$ cat config.mk
export PLATFORM = sky130hd
export DESIGN_NAME = power_state_segmenter
export DESIGN_NICKNAME = d
export VERILOG_FILES = /design/src/rtl/psseg_pkg.sv /design/src/rtl/psseg_front.sv /design/src/rtl/psseg_queue.sv /design/src/rtl/psseg_back.sv /design/src/rtl/power_state_segmenter.sv
export SDC_FILE = /design/constraint.sdc
export NUM_CORES = 1
export LEC_CHECK = 0
export CORE_ASPECT_RATIO = 2
export CORE_MARGIN = 1
export CORE_UTILIZATION = 55
export CTS_CLUSTER_SIZE = 24
export DETAILED_ROUTE_END_ITERATION = 8
export DONT_BUFFER_PORTS = 1
export PLACE_DENSITY = 0.79
export SYNTH_ARGS = -nofsm -noshare
export SYNTH_HDL_FRONTEND = slang
export SYNTH_SLANG_ARGS = --single-unit
$ cat constraint.sdc
create_clock -name clock -period 10.7 [get_ports clock]
set_input_delay 0.535 -clock clock [delete_from_list [all_inputs] [get_ports clock]]
set_output_delay 0.535 -clock clock [all_outputs]
set_load 0.05 [all_outputs]
$ cat src/rtl/psseg_pkg.sv
// Shared types and constants for the power state segmenter.
`timescale 1ns / 1ps

package psseg_pkg;

   localparam int SAMPLE_W     = 20;
   localparam int WATT_W       = 16;
   localparam int OUT_TIME_W   = 48;
   localparam int PERIOD_W     = 16;
   localparam int STATE_IDX_W  = 2;
   localparam int RANGE_REGS   = 4;
   localparam int CSR_INDEX_W  = 3;
   localparam int CSR_DATA_W   = 32;
   localparam int RIU_W        = 3;

   // Register indexes of the configuration port.
   localparam logic [CSR_INDEX_W-1:0] CSR_RANGE_0       = 3'd0;
   localparam logic [CSR_INDEX_W-1:0] CSR_RANGE_3       = 3'd3;
   localparam logic [CSR_INDEX_W-1:0] CSR_RANGES_IN_USE = 3'd4;
   localparam logic [CSR_INDEX_W-1:0] CSR_SAMPLE_PERIOD = 3'd5;

   localparam logic [WATT_W-1:0] WATT_MAX = 16'hFFFF;

   typedef struct packed {
      logic [SAMPLE_W-1:0] power_sample;
      logic                end_of_trace;
   } req_type;

   typedef struct packed {
      logic [STATE_IDX_W-1:0] state_index;
      logic [OUT_TIME_W-1:0]  start_time;
      logic [OUT_TIME_W-1:0]  end_time;
      logic                   closed_by_end;
      logic                   last_of_run;
   } rsp_type;

   // All results caused by one sample; res0 always holds a result.
   typedef struct packed {
      logic    has_second;
      rsp_type res0;
      rsp_type res1;
   } event_type;

   typedef struct packed {
      logic full;
      logic empty;
   } queue_status_type;

endpackage

$ cat src/rtl/psseg_front.sv
// Front end: rounds and classifies samples, tracks the open segment, builds result events.
`timescale 1ns / 1ps

module psseg_front #(
   parameter int NUM_RANGES = 4,
   parameter int TIME_WIDTH = 48
) (
   input  logic                                clock,
   input  logic                                reset,
   input  logic                                req_valid,
   output logic                                req_stall,
   input  psseg_pkg::req_type                  req_data,
   input  logic                                csr_write,
   input  logic [psseg_pkg::CSR_INDEX_W-1:0]   csr_index,
   input  logic [psseg_pkg::CSR_DATA_W-1:0]    csr_data,
   input  psseg_pkg::queue_status_type         q_status,
   output logic                                push_valid,
   output psseg_pkg::event_type                push_data
);
   import psseg_pkg::*;

   localparam int LIVE_RANGES = (NUM_RANGES < RANGE_REGS) ? NUM_RANGES : RANGE_REGS;

   logic [CSR_DATA_W-1:0]  range_ff [LIVE_RANGES];
   logic [RIU_W-1:0]       riu_ff;
   logic [PERIOD_W-1:0]    period_ff;

   logic                   inside_ff, inside_in;
   logic [STATE_IDX_W-1:0] open_idx_ff, open_idx_in;
   logic [TIME_WIDTH-1:0]  open_start_ff, open_start_in;
   logic [TIME_WIDTH-1:0]  time_ff, time_in;

   logic                   accept;
   logic [SAMPLE_W:0]      rounded;
   logic [WATT_W:0]        watts_wide;
   logic [WATT_W-1:0]      watts;
   logic                   hit;
   logic [STATE_IDX_W-1:0] hit_idx;
   logic                   emit_left;
   logic                   emit_flush;
   logic [TIME_WIDTH-1:0]  time_next;
   rsp_type                left_res;
   rsp_type                flush_res;

   function automatic logic [OUT_TIME_W-1:0] to_out_time(input logic [TIME_WIDTH-1:0] t);
      logic [TIME_WIDTH+OUT_TIME_W-1:0] wide;
      wide = {{OUT_TIME_W{1'b0}}, t};
      return wide[OUT_TIME_W-1:0];
   endfunction

   assign req_stall = q_status.full;
   assign accept    = req_valid && !q_status.full;

   // Round half up to whole watts, then saturate.
   assign rounded    = {1'b0, req_data.power_sample} + (SAMPLE_W+1)'(8);
   assign watts_wide = rounded[SAMPLE_W:4];
   assign watts      = watts_wide[WATT_W] ? WATT_MAX : watts_wide[WATT_W-1:0];

   // The lowest-numbered active range that holds the value wins.
   always_comb begin
      hit     = 1'b0;
      hit_idx = '0;
      for (int k = LIVE_RANGES - 1; k >= 0; k--) begin
         if ((RIU_W'(k) < riu_ff) &&
             (watts >= range_ff[k][WATT_W-1:0]) &&
             (watts <= range_ff[k][CSR_DATA_W-1:WATT_W])) begin
            hit     = 1'b1;
            hit_idx = STATE_IDX_W'(k);
         end
      end
   end

   assign time_next = time_ff + {{(TIME_WIDTH-PERIOD_W){1'b0}}, period_ff};

   always_comb begin
      emit_left     = inside_ff && (!hit || (hit_idx != open_idx_ff));
      inside_in     = inside_ff;
      open_idx_in   = open_idx_ff;
      open_start_in = open_start_ff;
      if (inside_ff) begin
         if (emit_left) begin
            if (hit) begin
               open_idx_in   = hit_idx;
               open_start_in = time_ff;
            end else begin
               inside_in = 1'b0;
            end
         end
      end else if (hit) begin
         inside_in     = 1'b1;
         open_idx_in   = hit_idx;
         open_start_in = time_ff;
      end

      emit_flush = req_data.end_of_trace && inside_in;

      left_res.state_index   = open_idx_ff;
      left_res.start_time    = to_out_time(open_start_ff);
      left_res.end_time      = to_out_time(time_ff);
      left_res.closed_by_end = 1'b0;
      left_res.last_of_run   = !emit_flush;

      flush_res.state_index   = open_idx_in;
      flush_res.start_time    = to_out_time(open_start_in);
      flush_res.end_time      = to_out_time(time_next);
      flush_res.closed_by_end = 1'b1;
      flush_res.last_of_run   = 1'b1;

      // The end of a trace puts the segment tracking back to its reset values.
      if (req_data.end_of_trace) begin
         inside_in     = 1'b0;
         open_idx_in   = '0;
         open_start_in = '0;
         time_in       = '0;
      end else begin
         time_in = time_next;
      end
   end

   assign push_valid           = accept && (emit_left || emit_flush);
   assign push_data.has_second = emit_left && emit_flush;
   assign push_data.res0       = emit_left ? left_res : flush_res;
   assign push_data.res1       = flush_res;

   always_ff @(posedge clock) begin
      if (reset) begin
         inside_ff     <= 1'b0;
         open_idx_ff   <= '0;
         open_start_ff <= '0;
         time_ff       <= '0;
      end else if (accept) begin
         inside_ff     <= inside_in;
         open_idx_ff   <= open_idx_in;
         open_start_ff <= open_start_in;
         time_ff       <= time_in;
      end
   end

   always_ff @(posedge clock) begin
      if (reset) begin
         for (int k = 0; k < LIVE_RANGES; k++) begin
            range_ff[k] <= '0;
         end
         riu_ff    <= RIU_W'(1);
         period_ff <= PERIOD_W'(1);
      end else if (csr_write) begin
         for (int k = 0; k < LIVE_RANGES; k++) begin
            if ((csr_index >= CSR_RANGE_0) && (csr_index <= CSR_RANGE_3) &&
                (csr_index == CSR_INDEX_W'(k))) begin
               range_ff[k] <= csr_data;
            end
         end
         if (csr_index == CSR_RANGES_IN_USE) begin
            riu_ff <= csr_data[RIU_W-1:0];
         end
         if (csr_index == CSR_SAMPLE_PERIOD) begin
            period_ff <= csr_data[PERIOD_W-1:0];
         end
      end
   end

endmodule

$ cat src/rtl/psseg_queue.sv
// Short event queue between the front end and the output stage.
`timescale 1ns / 1ps

module psseg_queue #(
   parameter int DEPTH = 4
) (
   input  logic                         clock,
   input  logic                         reset,
   input  logic                         push_valid,
   input  psseg_pkg::event_type         push_data,
   input  logic                         pop,
   output psseg_pkg::queue_status_type  q_status,
   output psseg_pkg::event_type         head_data
);
   import psseg_pkg::*;

   localparam int PTR_W = (DEPTH > 1) ? $clog2(DEPTH) : 1;
   localparam int CNT_W = $clog2(DEPTH + 1);

   event_type        entry_ff [DEPTH];
   logic [PTR_W-1:0] wr_ptr_ff, wr_ptr_in;
   logic [PTR_W-1:0] rd_ptr_ff, rd_ptr_in;
   logic [CNT_W-1:0] count_ff, count_in;
   logic             do_push;
   logic             do_pop;

   assign q_status.full  = (count_ff == CNT_W'(DEPTH));
   assign q_status.empty = (count_ff == '0);
   assign head_data      = entry_ff[rd_ptr_ff];

   assign do_push = push_valid && !q_status.full;
   assign do_pop  = pop && !q_status.empty;

   always_comb begin
      wr_ptr_in = wr_ptr_ff;
      rd_ptr_in = rd_ptr_ff;
      if (do_push) begin
         wr_ptr_in = (wr_ptr_ff == PTR_W'(DEPTH - 1)) ? '0 : wr_ptr_ff + PTR_W'(1);
      end
      if (do_pop) begin
         rd_ptr_in = (rd_ptr_ff == PTR_W'(DEPTH - 1)) ? '0 : rd_ptr_ff + PTR_W'(1);
      end
      count_in = count_ff + CNT_W'(do_push) - CNT_W'(do_pop);
   end

   always_ff @(posedge clock) begin
      if (reset) begin
         wr_ptr_ff <= '0;
         rd_ptr_ff <= '0;
         count_ff  <= '0;
      end else begin
         wr_ptr_ff <= wr_ptr_in;
         rd_ptr_ff <= rd_ptr_in;
         count_ff  <= count_in;
      end
   end

   always_ff @(posedge clock) begin
      if (do_push) begin
         entry_ff[wr_ptr_ff] <= push_data;
      end
   end

endmodule

$ cat src/rtl/psseg_back.sv
// Output stage: splits queued events into single results behind an output register.
`timescale 1ns / 1ps

module psseg_back (
   input  logic                         clock,
   input  logic                         reset,
   input  psseg_pkg::queue_status_type  q_status,
   input  psseg_pkg::event_type         head_data,
   output logic                         pop,
   output logic                         rsp_valid,
   input  logic                         rsp_stall,
   output psseg_pkg::rsp_type           rsp_data
);
   import psseg_pkg::*;

   logic    rsp_valid_ff, rsp_valid_in;
   rsp_type rsp_data_ff, rsp_data_in;
   logic    second_valid_ff, second_valid_in;
   rsp_type second_ff, second_in;
   logic    load_ok;

   assign load_ok = !rsp_valid_ff || !rsp_stall;
   // A held second result goes out before the next event is taken.
   assign pop     = load_ok && !second_valid_ff && !q_status.empty;

   always_comb begin
      rsp_valid_in    = rsp_valid_ff;
      rsp_data_in     = rsp_data_ff;
      second_valid_in = second_valid_ff;
      second_in       = second_ff;
      if (load_ok) begin
         priority if (second_valid_ff) begin
            rsp_valid_in    = 1'b1;
            rsp_data_in     = second_ff;
            second_valid_in = 1'b0;
         end else if (!q_status.empty) begin
            rsp_valid_in    = 1'b1;
            rsp_data_in     = head_data.res0;
            second_valid_in = head_data.has_second;
            second_in       = head_data.res1;
         end else begin
            rsp_valid_in = 1'b0;
         end
      end
   end

   always_ff @(posedge clock) begin
      if (reset) begin
         rsp_valid_ff    <= 1'b0;
         second_valid_ff <= 1'b0;
      end else begin
         rsp_valid_ff    <= rsp_valid_in;
         second_valid_ff <= second_valid_in;
      end
   end

   always_ff @(posedge clock) begin
      rsp_data_ff <= rsp_data_in;
      second_ff   <= second_in;
   end

   assign rsp_valid = rsp_valid_ff;
   assign rsp_data  = rsp_data_ff;

endmodule

$ cat src/rtl/power_state_segmenter.sv
// Top level of the power state segmenter.
`timescale 1ns / 1ps
//
// Power samples (watts with 4 fraction bits) enter on the req_ channel, one transfer per
// sample, with end_of_trace marking the last sample of a trace. Each segment that leaves
// a recognized power state comes out on the rsp_ channel as one transfer; last_of_run
// flags the final result a sample caused. Ranges, the number of ranges in use and the
// sample period are written on the csr_ port, by the user only while the block is idle;
// the block does not enforce this. The front end accepts one sample per cycle while the
// queue is not full: rounding, the parallel range compare and the segment update are
// combinational. When the output is free, a sample's first result passes through the
// event queue and then the output register to rsp_valid. The output register sends one
// result per cycle while rsp_stall is low, so a sample that both changes state and ends
// the trace gives two results in turn; the event queue (QUEUE_DEPTH entries) absorbs
// that and any rsp_stall. When rsp_stall holds, the result in the output register stays,
// the queue fills and req_stall rises once it is full.
// Reset clears the queue, the output register, the segment tracking and time, and sets
// the registers to ranges of zero, one range in use and a sample period of one.
//
module power_state_segmenter #(
   parameter int NUM_RANGES  = 4,
   parameter int TIME_WIDTH  = 48,
   parameter int QUEUE_DEPTH = 4
) (
   input  logic                                clock,
   input  logic                                reset,
   input  logic                                req_valid,
   output logic                                req_stall,
   input  psseg_pkg::req_type                  req_data,
   output logic                                rsp_valid,
   input  logic                                rsp_stall,
   output psseg_pkg::rsp_type                  rsp_data,
   input  logic                                csr_write,
   input  logic [psseg_pkg::CSR_INDEX_W-1:0]   csr_index,
   input  logic [psseg_pkg::CSR_DATA_W-1:0]    csr_data
);
   import psseg_pkg::*;

   queue_status_type q_status;
   logic             push_valid;
   event_type        push_data;
   logic             pop;
   event_type        head_data;

   psseg_front #(
      .NUM_RANGES (NUM_RANGES),
      .TIME_WIDTH (TIME_WIDTH)
   ) u_front (
      .clock      (clock),
      .reset      (reset),
      .req_valid  (req_valid),
      .req_stall  (req_stall),
      .req_data   (req_data),
      .csr_write  (csr_write),
      .csr_index  (csr_index),
      .csr_data   (csr_data),
      .q_status   (q_status),
      .push_valid (push_valid),
      .push_data  (push_data)
   );

   psseg_queue #(
      .DEPTH (QUEUE_DEPTH)
   ) u_queue (
      .clock      (clock),
      .reset      (reset),
      .push_valid (push_valid),
      .push_data  (push_data),
      .pop        (pop),
      .q_status   (q_status),
      .head_data  (head_data)
   );

   psseg_back u_back (
      .clock     (clock),
      .reset     (reset),
      .q_status  (q_status),
      .head_data (head_data),
      .pop       (pop),
      .rsp_valid (rsp_valid),
      .rsp_stall (rsp_stall),
      .rsp_data  (rsp_data)
   );

endmodule

Word level (Yosys, flattened, before mapping)
Memory sizes are Yosys's and may differ from the RTL's. A register that Yosys moved wholly into a read port is not among the register bits.
Index checks and enable logic that the tools add are counted.
{"block": "classes", "addsub": 6, "n_mul": 0, "n_div": 0, "magnitude_cmp": 14, "n_eq_ne": 10, "shifts": 0, "mux": 57, "n_bitwise": 6, "reduce_logical": 38}
{"cell": "100-bit two-way mux", "count": 3}
{"cell": "48-bit two-way mux", "count": 5}
{"cell": "32-bit two-way mux", "count": 4}
{"cell": "16-bit >= comparator", "count": 4}
{"cell": "16-bit less-or-equal comparator", "count": 4}
{"cell": "48-bit by 16-bit adder with 48-bit output", "count": 1}
{"cell": "1-bit two-way mux", "count": 32}
{"cell": "2-bit two-way mux", "count": 12}
{"cell": "1-bit logical AND", "count": 22}
{"cell": "20-bit by 4-bit adder with 21-bit output, second input constant", "count": 1}
{"cell": "16-bit two-way mux", "count": 1}
{"cell": "3-bit equality test, second input constant", "count": 3}
{"cell": "1-bit logical NOT", "count": 7}
{"cell": "3-bit by 2-bit equality test with 1-bit output, second input constant", "count": 2}
{"cell": "3-bit logical NOT", "count": 2}
{"cell": "1-bit by 3-bit less-than comparator with 1-bit output, first input constant", "count": 2}
{"cell": "2-bit by 3-bit less-than comparator with 1-bit output, first input constant", "count": 2}
{"cell": "2-bit AND reduction", "count": 3}
{"cell": "2-bit by 1-bit adder with 2-bit output, second input constant", "count": 2}
{"cell": "2-bit equality test, second input constant", "count": 2}
{"cell": "1-bit OR", "count": 4}
{"cell": "3-bit by 1-bit adder with 3-bit output", "count": 1}
{"cell": "3-bit by 1-bit equality test with 1-bit output, second input constant", "count": 1}
{"cell": "3-bit by 1-bit >= comparator with 1-bit output, second input constant", "count": 1}
{"cell": "7 further kinds", "count": 10}
{"block": "word_totals", "regBits": 327, "latchBits": 0, "ramBits": 924, "rom_bits": 0, "out_inout_bits": 102, "mem_count": 2}
{"memory": "u_queue.entry_ff", "words": 4, "word_bits": 199, "read_ports": 1, "rd_ports_with_merged_regs": 1, "wr": 1, "line_no": "psseg_queue.sv:20", "source": "event_type entry_ff [DEPTH];"}
{"memory": "u_front.range_ff", "words": 4, "word_bits": 32, "read_ports": 4, "rd_ports_with_merged_regs": 0, "wr": 4, "line_no": "psseg_front.sv:24", "source": "logic [CSR_DATA_W-1:0] range_ff [LIVE_RANGES];"}

Longest topological paths before layout
{"block": "depth", "ltp_word": 20, "depth_mapped": 24, "depth_no_buf": 22}

Modules after synthesis
From an unflattened synthesis, not the netlist that was laid out.
{"block": "hier_totals", "hier_cells": 3124, "hier_area_um2": 53104.7}
{"mod": "psseg_queue", "n_inst": 1, "cells_each": 1100, "area_each_um2": 29517.1, "seq_area_each_um2": 24323.3}
{"mod": "psseg_front", "n_inst": 1, "cells_each": 1700, "area_each_um2": 16274.4, "seq_area_each_um2": 6206.0}
{"mod": "psseg_back", "n_inst": 1, "cells_each": 324, "area_each_um2": 7313.3, "seq_area_each_um2": 6045.8}

Worst setup path after synthesis
OpenSTA, ideal clock, no wires.
{"block": "synth_path", "path_type": "input to register", "start": "in req_data[6] (netlist name)", "end": "mem u_queue.entry_ff[3][0] (netlist name) (enable)", "arrival_ps": 8469, "required_time_ps": 10116, "slack_ps": 1647, "cell_stages": 16, "path_buffers": 2, "cell_sequence": "and3_1 and3_1 nand2_1 nor2_1 a21oi_1 o21ai_0 ha_1 nand4_1 or4_1 a211o_1 clkbuf_1 a41oi_1 o211ai_1 buf_2 a21oi_1 and2_1"}
{"block": "synth_between", "elab_chain_cells": 20}
{"element": "from (decl)", "line_no": "power_state_segmenter.sv:29", "source": "input psseg_pkg::req_type req_data,"}
{"element": "20-bit by 4-bit adder with 21-bit output *", "line_no": "psseg_front.sv:55", "source": "assign rounded = {1'b0, req_data.power_sample} + (SAMPLE_W+1)'(8);"}
{"element": "16-bit two-way mux *", "line_no": "psseg_front.sv:57", "source": "assign watts = watts_wide[WATT_W] ? WATT_MAX : watts_wide[WATT_W-1:0];"}
{"element": "16-bit >= comparator", "line_no": "psseg_front.sv:65", "source": "(watts >= range_ff[k][WATT_W-1:0]) &&"}
{"element": "1-bit logical AND", "line_no": "psseg_front.sv:64", "source": "if ((RIU_W'(k) < riu_ff) &&"}
{"element": "1-bit logical AND", "line_no": "psseg_front.sv:65"}
{"element": "2-bit two-way mux / 1-bit two-way mux (equally long branches) (4 in series)", "line_no": "psseg_front.sv:64"}
{"element": "2-bit != test / 1-bit logical NOT (equally long branches)", "line_no": "psseg_front.sv:76", "source": "emit_left = inside_ff && (!hit || (hit_idx != open_idx_ff));"}
{"element": "1-bit logical OR", "line_no": "psseg_front.sv:76"}
{"element": "1-bit logical AND", "line_no": "psseg_front.sv:76"}
{"element": "1-bit two-way mux", "line_no": "psseg_front.sv:81", "source": "if (emit_left) begin"}
{"element": "1-bit two-way mux", "line_no": "psseg_front.sv:80", "source": "if (inside_ff) begin"}
{"element": "1-bit logical AND", "line_no": "psseg_front.sv:95", "source": "emit_flush = req_data.end_of_trace && inside_in;"}
{"element": "1-bit logical OR *", "line_no": "psseg_front.sv:120", "source": "assign push_valid = accept && (emit_left || emit_flush);"}
{"element": "1-bit logical AND *", "line_no": "psseg_front.sv:120"}
{"element": "1-bit logical AND *", "line_no": "psseg_queue.sv:31", "source": "assign do_push = push_valid && !q_status.full;"}
{"element": "1-bit two-way mux *", "line_no": "psseg_queue.sv:59", "source": "if (do_push) begin"}
{"element": "1-bit two-way mux (not written as such) *", "line_no": "psseg_queue.sv:60", "source": "entry_ff[wr_ptr_ff] <= push_data;"}
{"element": "to (decl)", "line_no": "psseg_queue.sv:20"}
Mark *: on every way between the ends. The rest lies on a longest branch, timed or not.

Worst setup path after layout
{"block": "layout_path", "start": "in req_data[6] (netlist name)", "end": "mem u_queue.entry_ff[3][159] (netlist name) (enable)"}
Same word-level chain as after synthesis.

==> metrics <==
Final Skew=0.0326 ns; largest cells by area after synthesis=edfxtp_1 63%, mux4_2 8.4%, dfxtp_1 4.8%; min Tclk post-route=6.60 ns; global route overflow=0; Setup CP Type=primary input to flop; Final Hold Fails=0; Ys Warns=0; TNS Setup=0 ns; largest family of logic cells by synthesized area=multiplexers; max frequency=151 MHz; worst-skew pair later-pin latency=approximately 0.73 ns; DR DRC count=0; Final GP Congestion=about 0.9; WL/cell=25.9 µm; Critical Path AT=between 6 and 7 ns; Synth Net Count=3,545; die height=443 µm; aggregate routed wire length=120,000 µm; total setup buffers inserted after CTS=0; post-synthesis mux area share=0.131; share of cells above drive strength 1=0.195; Distinct cells, synth=69; RSZ-0062 raised after global routing=no; Synth top area share=0.630; most frequent cell after synthesis=edfxtp_1; Async S/R FF share, synth=0; CORE AREA=96,300 µm²; Final setup viols=0; Max Cap Violations=0; top post-synthesis cells by count=1,122 x edfxtp_1, 199 x mux4_2, 191 x mux2_2; Worst VDD drop=0.223 mV; CTS Hold Bufs=36; xor/xnor share of the synthesized area=0.0146; area fraction in compound gates after synthesis=0.0403; Die Width=222 µm; Cell Pwr Density=approximately 220 nW/µm²; max-slew violations=0; CTS tree=yes; num rows=about 160; Req. time, crit path=11.05 ns; Main synth FF type=edfxtp_1; fin crit share=0.617; via count=29,100; vias per cell=6.30; TritonRoute pass-1 iters=5; CTS HTree Levels=3; Slew HR=0.164; CTS max path bufs=3; Leak Pwr=19.6 nW; sequential share of the synthesized area=0.679; vias in the first global route=30,200; worst slack at placement=3.43 ns; Initial Util=0.555; Post-synth EDFFs=1,122; Simple-Gate Fraction of Synth Area=0.0737; # resized after CTS=0; Slew @ Worst Pin=1.25 ns; Final Worst Setup Slack=4.10 ns; CP endpoint kind=flop; GRT Util Overall=0.244; Net count, final=3,520; CP max FO=66; Filler cells=between 6,000 and 7,000; Synth Register Bits=1,251; DR iter-0 viols=2,356; clk slew on worst S/H paths=~0.060 ns; port bufs=0; Root Buffer=clkbuf_16; mapped cell area=53,500 µm²; largest net degree at the start of global routing=126; Detail Placement HPWL=68,400 µm; top-level port count=163; cell count after synthesis=3,330; CTS Buf Count=105; Syn Area/Cell=approximately 16 µm²; Antenna Nets Post-Route=0; initial antenna violation count=2; Synth area leader=edfxtp_1; HP Class=primary input to flop; first-pass GRT wire length=about 180,000 µm; CTS sink cnt=about 1,300; adder-cell share of the synthesized area=0.0363; status=finished, final reports clean; P&R area growth vs syn=9.73%; CP Launch Type=primary input; Hold Slack=0.0261 ns; die area=slightly below 100,000 µm²
-- power by group --
group	switching, mW	internal [mW]	total (mW)
clock	1.78	2.19	3.97
sequential	0.903	6.03	6.94
combinational	1.23	0.904	2.13
-- cells in the final DEF, fill, tap and decap left out, types with 31 or more instances in the layout --
master,count
edfxtp_1,1122
mux4_2,199
mux2_2,191
nand3_1,182
ha_1,152
inv_1,137
and2_1,137
dfxtp_1,126
nand2_1,121
a21oi_1,113
clkbuf_16,106
o21ai_0,100
nor2_1,75
xnor2_1,51
nor4b_1,48
xor2_1,38
dlygate4sd3_1,35
buf_4,34
nand4_1,31
-- per-layer routing --
| layer | global-route usage | share of wire |
|---|---|---|
| met5 | 0 | 0 |
| met4 | 0.139 | 0.056 |
| met2 | 0.453 | 0.54 |
| met3 | 0.0415 | 0.062 |
| met1 | 0.260 | 0.34 |
-- cell families (layout without fill, tap and decap cells) --
group	Yosys count	count (layout)
AO/OA/AOI/OAI	350	350
buffers and inverters	348	415
XOR/XNOR	89	89
adder cells (fa/ha/maj)	154	154
other	0	2
AND/OR/NAND/NOR	720	720
multiplexers	418	418
flip-flops	1251	1251
-- worst max-delay path: stages --
cell	delay, ns
and3_1	0.15
and3_1	0.19
nand2_1	0.10
nor2_1	0.26
nand3_1	0.38
o21ai_1	0.71
ha_1	0.40
nand2_1	0.08
o21ai_0	0.19
a211oi_1	0.64
o31ai_1	0.18
o21ai_2	0.23
o31a_1	0.24
o211ai_1	0.09
buf_4	0.39
a21oi_1	0.59
and2_4	0.96
buf_12	0.44
-- state kept, by name, indices dropped and copies added, names as in the netlist, 2 cells and up, named ones only --
| name | cells |
|---|---|
| u_back.rsp_data | 100 |
| u_back.second_ff | 98 |
| u_front.open_idx_ff | 2 |
| u_front.open_start_ff | 48 |
| u_front.period_ff | 16 |
| u_front.range_ff | 128 |
| u_front.riu_ff | 3 |
| u_front.time_ff | 48 |
| u_queue.count_ff | 3 |
| u_queue.entry_ff | 796 |
| u_queue.rd_ptr_ff | 2 |
| u_queue.wr_ptr_ff | 2 |
-- through the flow --
stage | cell area (µm²) | utilization | std cells | total power [mW]
2_1_floorplan | 53500 | - | 3330 | 8.57
3_3_place_gp | 54700 | 0.568 | 4384 | 9.15
3_5_place_dp | 54700 | 0.568 | 4384 | 9.19
4_1_cts | 58700 | 0.609 | 4619 | 13.2
5_1_grt | 58700 | 0.609 | 4621 | 13.5
6_report | 58700 | 0.609 | 4621 | 13.0
-- worst paths after layout --
| path | startpoint | to | slack, ns | cells after the start |
|---|---|---|---|---|
| hold reg to reg | u_front.period_ff[10] | u_front.period_ff[10] | 0.48 | 2 |
| hold / removal | req_data[0] | u_front.open_start_ff[7] | 0.03 | 3 |
| setup / recovery | req_data[6] | u_queue.entry_ff[3][159] | 4.10 | 18 |
| setup reg to reg | u_front.range_ff[0][71] | u_queue.entry_ff[3][159] | 5.29 | 13 |
-- layout make-up --
cell class	count	area, µm²	share of cell area
diodes	2	5.00	0.0000853
multi-input cells	1731	15900	0.272
clock inverters	73	749	0.0128
repair buffers	78	793	0.0135
flip-flops and latches	1251	36300	0.619
inverters	138	518	0.00883
well taps	1222	1530	0.0261
clock buffers	126	2850	0.0485
(Power assumes the default switching activity.)
